## src/rtl/core/ius2x_pkg.sv

```systemverilog
// ----------------------------------------------------------------------------
// ius2x_pkg: shared types and constants of the 2x averaging upscaler
// Pixel type, averaging helper, register codes and the job word that passes
// from the row-store stage to the output sequencer.
// ----------------------------------------------------------------------------
package ius2x_pkg;

	localparam int MAX_WIDTH_DEF  = 2048;
	localparam int MAX_HEIGHT_DEF = 2048;
	localparam int CH_W           = 8;
	localparam int DIM_W          = 12;
	localparam int COORD_W        = 12;
	localparam int CFG_IDX_W      = 4;
	localparam int CFG_DATA_W     = 12;

	typedef enum logic [CFG_IDX_W-1:0] {
		REG_SOURCE_WIDTH  = 4'd0,
		REG_SOURCE_HEIGHT = 4'd1
	} cfg_reg_t;

	typedef struct packed {
		logic [CH_W-1:0] blue;
		logic [CH_W-1:0] green;
		logic [CH_W-1:0] red;
	} pixel_t;

	// e0: mean of left and current; o0: odd-row value of the in-between column;
	// o1: odd-row value of the current column
	typedef struct packed {
		pixel_t e0;
		pixel_t cur;
		pixel_t o0;
		pixel_t o1;
		logic   has_left;
		logic   has_up;
		logic   last_col;
		logic   last_row;
	} job_t;

	function automatic pixel_t mean2(pixel_t a, pixel_t b);
		logic [CH_W:0] sb;
		logic [CH_W:0] sg;
		logic [CH_W:0] sr;
		pixel_t        m;
		sb = {1'b0, a.blue} + {1'b0, b.blue};
		sg = {1'b0, a.green} + {1'b0, b.green};
		sr = {1'b0, a.red} + {1'b0, b.red};
		m.blue  = sb[CH_W:1];
		m.green = sg[CH_W:1];
		m.red   = sr[CH_W:1];
		return m;
	endfunction

endpackage

```

## src/rtl/core/ius2x_if.sv

```systemverilog


interface ius2x_out_if;
	logic                          valid;
	logic                          ready;
	logic [ius2x_pkg::CH_W-1:0]    blue_out;
	logic [ius2x_pkg::CH_W-1:0]    green_out;
	logic [ius2x_pkg::CH_W-1:0]    red_out;
	logic [ius2x_pkg::COORD_W-1:0] out_x;
	logic [ius2x_pkg::COORD_W-1:0] out_y;
	logic                          last_of_run;
	logic                          frame_done;

	modport source (output valid, output blue_out, output green_out, output red_out,
		output out_x, output out_y, output last_of_run, output frame_done,
		input ready);
	modport sink (input valid, input blue_out, input green_out, input red_out,
		input out_x, input out_y, input last_of_run, input frame_done,
		output ready);
endinterface

```

## src/rtl/core/ius2x_emit.sv

```systemverilog
// ----------------------------------------------------------------------------
// ius2x_emit: output sequencer
// Walks the up to 3x3 output positions of one job, one word per unstalled
// cycle, into an output register; takes the next job as its last word leaves.
// ----------------------------------------------------------------------------
module ius2x_emit #(
	parameter int MAX_WIDTH  = ius2x_pkg::MAX_WIDTH_DEF,
	parameter int MAX_HEIGHT = ius2x_pkg::MAX_HEIGHT_DEF
) (
	input  logic                          clk,
	input  logic                          arst_n,
	input  logic                          job_valid,
	output logic                          job_ready,
	input  ius2x_pkg::job_t               job,
	input  logic [$clog2(MAX_WIDTH)-1:0]  job_col,
	input  logic [$clog2(MAX_HEIGHT)-1:0] job_row,
	ius2x_out_if.source                   out_ch
);

	localparam int CW = $clog2(MAX_WIDTH);
	localparam int RW = $clog2(MAX_HEIGHT);
	localparam int XW = CW + 1;
	localparam int YW = RW + 1;

	logic                             s2_valid_q;
	ius2x_pkg::job_t                  job_s2;
	logic [CW-1:0]                    c_s2;
	logic [RW-1:0]                    r_s2;
	logic [1:0]                       i_q;
	logic [1:0]                       j_q;
	logic [1:0]                       j_start;
	logic [1:0]                       j_end;
	logic [1:0]                       i_end;
	logic                             row_end;
	logic                             word_last;
	logic                             emit;
	ius2x_pkg::pixel_t                pix;
	logic [XW-1:0]                    x_full;
	logic [YW-1:0]                    y_full;

	logic                             out_valid_q;
	ius2x_pkg::pixel_t                pix_q;
	logic [ius2x_pkg::COORD_W-1:0]    x_q;
	logic [ius2x_pkg::COORD_W-1:0]    y_q;
	logic                             last_q;
	logic                             done_q;

	assign j_start   = job_s2.has_left ? 2'd0 : 2'd1;
	assign j_end     = job_s2.last_col ? 2'd2 : 2'd1;
	assign i_end     = job_s2.last_row ? 2'd2 : 2'd1;
	assign row_end   = (j_q == j_end);
	assign word_last = row_end && (i_q == i_end);
	assign emit      = s2_valid_q && (!out_valid_q || out_ch.ready);
	assign job_ready = !s2_valid_q || (emit && word_last);

	always_comb begin
		if (i_q == 2'd0) begin
			pix = (j_q == 2'd0) ? job_s2.o0 : job_s2.o1;
		end else begin
			pix = (j_q == 2'd0) ? job_s2.e0 : job_s2.cur;
		end
		x_full = {c_s2, 1'b0} + XW'(j_q) - XW'(1);
		y_full = {r_s2, 1'b0} + YW'(i_q) - YW'(1);
	end

	always_ff @(posedge clk or negedge arst_n) begin
		if (!arst_n) begin
			s2_valid_q <= 1'b0;
			i_q        <= 2'd0;
			j_q        <= 2'd0;
		end else if (job_ready) begin
			s2_valid_q <= job_valid;
			i_q        <= job.has_up ? 2'd0 : 2'd1;
			j_q        <= job.has_left ? 2'd0 : 2'd1;
		end else if (emit) begin
			if (row_end) begin
				j_q <= j_start;
				i_q <= i_q + 2'd1;
			end else begin
				j_q <= j_q + 2'd1;
			end
		end
	end

	always_ff @(posedge clk) begin
		if (job_valid && job_ready) begin
			job_s2 <= job;
			c_s2   <= job_col;
			r_s2   <= job_row;
		end
	end

	always_ff @(posedge clk or negedge arst_n) begin
		if (!arst_n) begin
			out_valid_q <= 1'b0;
		end else if (emit) begin
			out_valid_q <= 1'b1;
		end else if (out_ch.ready) begin
			out_valid_q <= 1'b0;
		end
	end

	always_ff @(posedge clk) begin
		if (emit) begin
			pix_q  <= pix;
			x_q    <= ius2x_pkg::COORD_W'(x_full);
			y_q    <= ius2x_pkg::COORD_W'(y_full);
			last_q <= word_last;
			done_q <= word_last && job_s2.last_col && job_s2.last_row;
		end
	end

	assign out_ch.valid       = out_valid_q;
	assign out_ch.blue_out    = pix_q.blue;
	assign out_ch.green_out   = pix_q.green;
	assign out_ch.red_out     = pix_q.red;
	assign out_ch.out_x       = x_q;
	assign out_ch.out_y       = y_q;
	assign out_ch.last_of_run = last_q;
	assign out_ch.frame_done  = done_q;

`ifndef ASSERT_OFF
	a_pos_range: assert property (@(posedge clk) disable iff (!arst_n)
		s2_valid_q |-> (i_q <= i_end && j_q <= j_end))
		else $error("sequencer position past end of job");

	a_out_hold: assert property (@(posedge clk) disable iff (!arst_n)
		out_valid_q && !out_ch.ready && s2_valid_q |=> s2_valid_q && $stable(i_q)
			&& $stable(j_q))
		else $error("sequencer advanced while output stalled");

	a_word_stable: assert property (@(posedge clk) disable iff (!arst_n)
		out_valid_q && !out_ch.ready |=> out_valid_q && $stable(pix_q) && $stable(x_q)
			&& $stable(y_q) && $stable(last_q) && $stable(done_q))
		else $error("output word changed while stalled");
`endif

endmodule

```

## src/flat_wrapper.sv

```systemverilog
// flat-port wrapper written by rule: the top's interface ports become plain ports
module ius2x_emit_flat 
#(
	parameter int MAX_WIDTH  = ius2x_pkg::MAX_WIDTH_DEF,
	parameter int MAX_HEIGHT = ius2x_pkg::MAX_HEIGHT_DEF
)
  (clk, arst_n, job_valid, job_ready, job, job_col, job_row, out_ch_valid, out_ch_blue_out, out_ch_green_out, out_ch_red_out, out_ch_out_x, out_ch_out_y, out_ch_last_of_run, out_ch_frame_done, out_ch_ready);
  ius2x_out_if out_ch_i ();
  input  logic clk;
  input  logic arst_n;
  input  logic job_valid;
  output logic job_ready;
  input  ius2x_pkg::job_t job;
  input  logic [$clog2(MAX_WIDTH)-1:0] job_col;
  input  logic [$clog2(MAX_HEIGHT)-1:0] job_row;
  output wire logic [$bits(out_ch_i.valid)-1:0] out_ch_valid;
  output wire logic [$bits(out_ch_i.blue_out)-1:0] out_ch_blue_out;
  output wire logic [$bits(out_ch_i.green_out)-1:0] out_ch_green_out;
  output wire logic [$bits(out_ch_i.red_out)-1:0] out_ch_red_out;
  output wire logic [$bits(out_ch_i.out_x)-1:0] out_ch_out_x;
  output wire logic [$bits(out_ch_i.out_y)-1:0] out_ch_out_y;
  output wire logic [$bits(out_ch_i.last_of_run)-1:0] out_ch_last_of_run;
  output wire logic [$bits(out_ch_i.frame_done)-1:0] out_ch_frame_done;
  input wire logic [$bits(out_ch_i.ready)-1:0] out_ch_ready;
  assign out_ch_valid = out_ch_i.valid;
  assign out_ch_blue_out = out_ch_i.blue_out;
  assign out_ch_green_out = out_ch_i.green_out;
  assign out_ch_red_out = out_ch_i.red_out;
  assign out_ch_out_x = out_ch_i.out_x;
  assign out_ch_out_y = out_ch_i.out_y;
  assign out_ch_last_of_run = out_ch_i.last_of_run;
  assign out_ch_frame_done = out_ch_i.frame_done;
  assign out_ch_i.ready = out_ch_ready;
  ius2x_emit #(.MAX_WIDTH(MAX_WIDTH), .MAX_HEIGHT(MAX_HEIGHT)) u_core (.clk(clk), .arst_n(arst_n), .job_valid(job_valid), .job_ready(job_ready), .job(job), .job_col(job_col), .job_row(job_row), .out_ch(out_ch_i));
endmodule
```

## config.mk

```make
export PLATFORM = sky130hd
export DESIGN_NAME = ius2x_emit_flat
export DESIGN_NICKNAME = d
export VERILOG_FILES = /design/src/rtl/core/ius2x_pkg.sv /design/src/rtl/core/ius2x_if.sv /design/src/rtl/core/ius2x_emit.sv /design/src/flat_wrapper.sv
export SDC_FILE = /design/constraint.sdc
export NUM_CORES = 1
export LEC_CHECK = 0
export ABC_CLOCK_PERIOD_IN_PS = 8600
export BUFFER_PORTS_ARGS = -buffer_cell sky130_fd_sc_hd__buf_4
export CORE_ASPECT_RATIO = 2
export CORE_MARGIN = 3
export CORE_UTILIZATION = 57
export CTS_CLUSTER_DIAMETER = 30
export DETAILED_ROUTE_END_ITERATION = 8
export PLACE_DENSITY = 0.85
export SLEW_MARGIN = 10
export SYNTH_ARGS = -nofsm -noshare
export SYNTH_HDL_FRONTEND = slang
export SYNTH_SLANG_ARGS = --single-unit
```

## constraint.sdc

```tcl
create_clock -name clk -period 8.6 [get_ports clk]
set_input_delay 1.72 -clock clk [delete_from_list [all_inputs] [get_ports clk]]
set_output_delay 1.72 -clock clk [all_outputs]
set_load 0.1 [all_outputs]
```

# Word-level counts from Yosys, hierarchy flattened
# Cells that the tools add are included.
[totals] input_bits=126 reg_bits=177 output_inout_bits=52 elab_cells=68
[op_classes] n_eq_ne=2 reduce_logical=16 n_addsub=6 n_mux=16
[op_table] op="24-bit two-way mux" count=3
[op_table] op="12-bit by 2-bit adder with 12-bit output" count=2
[op_table] op="12-bit by 1-bit subtractor with 12-bit output, second input constant" count=2
[op_table] op="2-bit two-way mux" count=8
[op_table] op="1-bit logical AND" count=6
[op_table] op="2-bit nonzero test" count=3
[op_table] op="1-bit two-way mux" count=5
[op_table] op="2-bit by 1-bit adder with 2-bit output, second input constant" count=2
[op_table] op="2-bit equality test" count=2
[op_table] op="2-bit logical NOT" count=2
[op_table] op="1-bit logical NOT" count=2
[op_table] op="1-bit logical OR" count=2
[op_table] op="2-bit AND reduction" count=1

# Depth between registers and ports, before layout
[depth] depth_word=7 ltp_mapped=11 depth_no_buf=11

# Worst setup path after synthesis
# OpenSTA, ideal clock, no wires.
[synth_timing] path_kind="input -> register" startpoint="input port out_ch_ready" endpoint="register u_core.c_s2[0] (enable)" slack_ns=2.512 setup_time_ns=0.493 n_path_buf=0 t_arrival_ns=5.594 path_stages=4 path_cell_list="nand2b_1 > nand2_1 > nand2_1 > and2_1"
[synth_between] elab_chain_cells=5
[synth_lines] element="start, declared" line_no="flat_wrapper.sv:24" source="input wire logic [$bits(out_ch_i.ready)-1:0] out_ch_ready;"
[synth_lines] element="1-bit logical OR" line_no="ius2x_emit.sv:53" source="assign emit = s2_valid_q && (!out_valid_q || out_ch.ready);"
[synth_lines] element="1-bit logical AND" line_no="ius2x_emit.sv:53"
[synth_lines] element="1-bit logical AND" line_no="ius2x_emit.sv:54" source="assign job_ready = !s2_valid_q || (emit && word_last);"
[synth_lines] element="1-bit logical OR" line_no="ius2x_emit.sv:54"
[synth_lines] element="named net job_ready" line_no="flat_wrapper.sv:12" source="output logic job_ready;"
[synth_lines] element="1-bit logical AND" line_no="ius2x_emit.sv:86" source="if (job_valid && job_ready) begin"
[synth_lines] element="end signal, assigned" line_no="ius2x_emit.sv:88" source="c_s2 <= job_col;"
[synth_lines] element="end, declared" line_no="ius2x_emit.sv:27" source="logic [CW-1:0] c_s2;"
# The timed path passes the listed nets, and every way through them passes these cells.
# A chain may end at the register's enable or synchronous reset.

# Worst setup path after layout
[layout_timing] startpoint="input port out_ch_ready" endpoint="output port job_ready"
[layout_between] elab_chain_cells=4
[layout_lines] element="1-bit logical OR" line_no="ius2x_emit.sv:53"
[layout_lines] element="1-bit logical AND" line_no="ius2x_emit.sv:53"
[layout_lines] element="1-bit logical AND" line_no="ius2x_emit.sv:54"
[layout_lines] element="1-bit logical OR" line_no="ius2x_emit.sv:54"
[layout_lines] element="end, declared" line_no="flat_wrapper.sv:12"
# No other way between the ends.

==> metrics <==
result of the run=completed; clock sinks=177; HPWL after DPL=roughly 10000 um; Finish-stage setup viols=0; pin count of the biggest net entering global routing=85; sequential area share after synthesis=0.749; Pwr Density=337 nW/um2; number of buffers created by CTS=17; Mean Syn Cell Area=18.9 um2; Slew @ Worst Pin=around 1 ns; Total Wirelength=around 14000 um; synth unique cells=46; I/O pins=178; clk slew on worst S/H paths=0.07 ns; crit path capture type=primary output; Critical path buffers and inverters=2; Initial Util=0.592; WL/cell=19.6 um; # rows=56; Max IR drop VDD=0.000325 V; critical path fanouts, max=7; cell family with most CP delay=simple AND/OR/NAND/NOR gates; Final Hold Violating Endpoints=0; remaining antenna violation count=0; worst path required time=6.88 ns; Slowest-stage cell, CP=buf_4; Arr. time, crit path=2.58 ns; initial antenna violation count=0; Antenna diodes=0; commonest non-fill, non-tap cell in the layout=buf_4; DR vias=3990; Final Cycle Share=0.500; DRT Pass-1 Iters=6; Die Area=~14000 um2; Pins Over Slew Limit=0; GRT Overall Usage=0.211; PortBufs=around 180; die outline width=84.7 um; M2 GR Usage=0.387; max cap viols=0; H-tree depth=4; root buffer cell=clkbuf_16; RSZ-0062 raised after global routing=false; clock buffer depth=2; Startpoint Class=primary input; HP Class=reg -> reg; nets=718; core area=11900 um2; Power Total=3.10 mW; final worst-path setup slack=4.30 ns; synth warn=0; met1 usage=0.211; CTS tree=done; # hold bufs at CTS=0; post-synthesis cell area=7050 um2; max_slew headroom=0.332; GR met3 Demand/Resource=0.0525; Post-synth EDFFs=171; first-pass GRT wire length=~22000 um; commonest non-fill, non-tap cells in the layout=180 x buf_4, 171 x edfxtp_1, 32 x inv_1; die height=between 150 and 200 um; area grow syn2layout=30.2%; slowest stage delay, CP=0.32 ns; syn_nets=~530; clock skew=around 0.012 ns; Pleak=3.60 nW; Post-synth ARST share=0.0339; Gates resized, CTS repair=0; pre-CTS setup slack=4.32 ns; Skew-Pair Late Insertion Delay=0.42 ns; Achievable Freq=233 MHz; setup tns final=0 ns; critical path class=in -> out; vias in the first global route=4381; share of layout cells above drive strength 1=0.428; Yosys reg bits=approximately 180; critical-path cell list=buf_4, nand2b_1, nand2_1, nand2_1, buf_4; Initial DRC Count=176; vias per cell=5.51; Post-CTS Setup Inserts=0; Residual DRC=0; Final Wtd Congestion=0.854; gr busiest metal=met2; Post-Syn Instances=approximately 370; clock period minus worst slack=4.30 ns; global route total overflow=0; dominant synthesized flop cell=edfxtp_1
[flip-flops by register name (all words and copies together) (netlist names), 8 cells and up]
signal and count:
u_core.r_s2 11, u_core.out_ch.out_y 12, u_core.c_s2 11, u_core.out_ch.blue_out 8, u_core.out_ch.out_x 12, u_core.out_ch.green_out 8
u_core.job_s2 99, u_core.out_ch.red_out 8
[synth_stat cells, drive strengths merged (2+ instances only)]
cell    count  share of area
edfxtp    171           0.73
inv        32          0.017
ha         24          0.043
mux4       24          0.077
xnor2      16          0.020
a21oi      10         0.0071
nand2      10         0.0053
o21ai       9         0.0064
dfrtp       6          0.021
nor2        6         0.0035
and3        5         0.0046
nand2b      5         0.0044
buf         4         0.0027
nand3       4         0.0028
xor2        4         0.0050
a21o        3         0.0032
a22oi       3         0.0059
and2        3         0.0027
nor2b       3         0.0027
o41ai       3         0.0048
or3         3         0.0027
a221oi      2         0.0025
a31oi       2         0.0018
clkbuf      2         0.0011
fa          2         0.0057
nand3b      2         0.0021
nor3        2         0.0014
or3b        2         0.0028
[final timing paths]
kind	start	cells after the start	slack, ns	endpoint
min in group asynchronous	arst_n	1	1.10	u_core.out_ch.valid$_DFFE_PN0P_
hold / removal	u_core.s2_valid_q$_DFFE_PN0N_	1	0.53	u_core.i_q[0]$_DFFE_PN0P_
setup reg to reg	u_core.job_s2[1]$_DFFE_PP_	6	5.42	u_core.job_s2[16]$_DFFE_PP_
setup / recovery	out_ch_ready	5	4.30	job_ready
max in group asynchronous	arst_n	1	7.39	u_core.i_q[0]$_DFFE_PN0P_
hold reg to reg	u_core.s2_valid_q$_DFFE_PN0N_	1	0.53	u_core.i_q[0]$_DFFE_PN0P_
[routing by layer]
metal,wire [um],up-vias
met5,0,-
met4,575,0
met3,792,39
met2,8390,163
met1,4410,1949
li1,-,1839
[kinds of logic after synthesis]
family	Yosys count	share of synthesized area
buffers and inverters	38	0.0208
and+or+nand+nor	47	0.0369
muxes	25	0.0788
xor gates and xnor gates	20	0.0248
AOI/OAI and AO/OA	40	0.0412
DFF	177	0.749
adders and majority gates	26	0.0483
[where the power goes]
part / internal [mW] / total [mW] / switching [mW] / leakage (nW)
logic: 0.326 / 1.14 / 0.811 / 1.65
clock network: 0.444 / 0.785 / 0.341 / 0.295
registers: 1.12 / 1.17 / 0.0498 / 1.65
total: 1.89 / 3.10 / 1.20 / 3.60
[stage by stage]
step           hold WS (ns)  utilization  cell area, um2  instances
2_1_floorplan         0.463            -            7050        373
3_3_place_gp          0.501        0.719            8570        692
3_5_place_dp          0.499        0.719            8570        692
4_1_cts               0.526        0.771            9180        724
5_1_grt               0.554        0.771            9180        724
6_report              0.528        0.771            9180        724
[area by class of cell]
cell class / count / area [um2]
clock inverter: 14 / 188
fill: 672 / 2730
tap: 145 / 181
clock buffer: 18 / 429
inverter: 32 / 120
sequential: 177 / 5290
multi-input combinational: 158 / 1630
timing repair buffer: 180 / 1350
No activity file was read; power rests on OpenSTA's default activity.
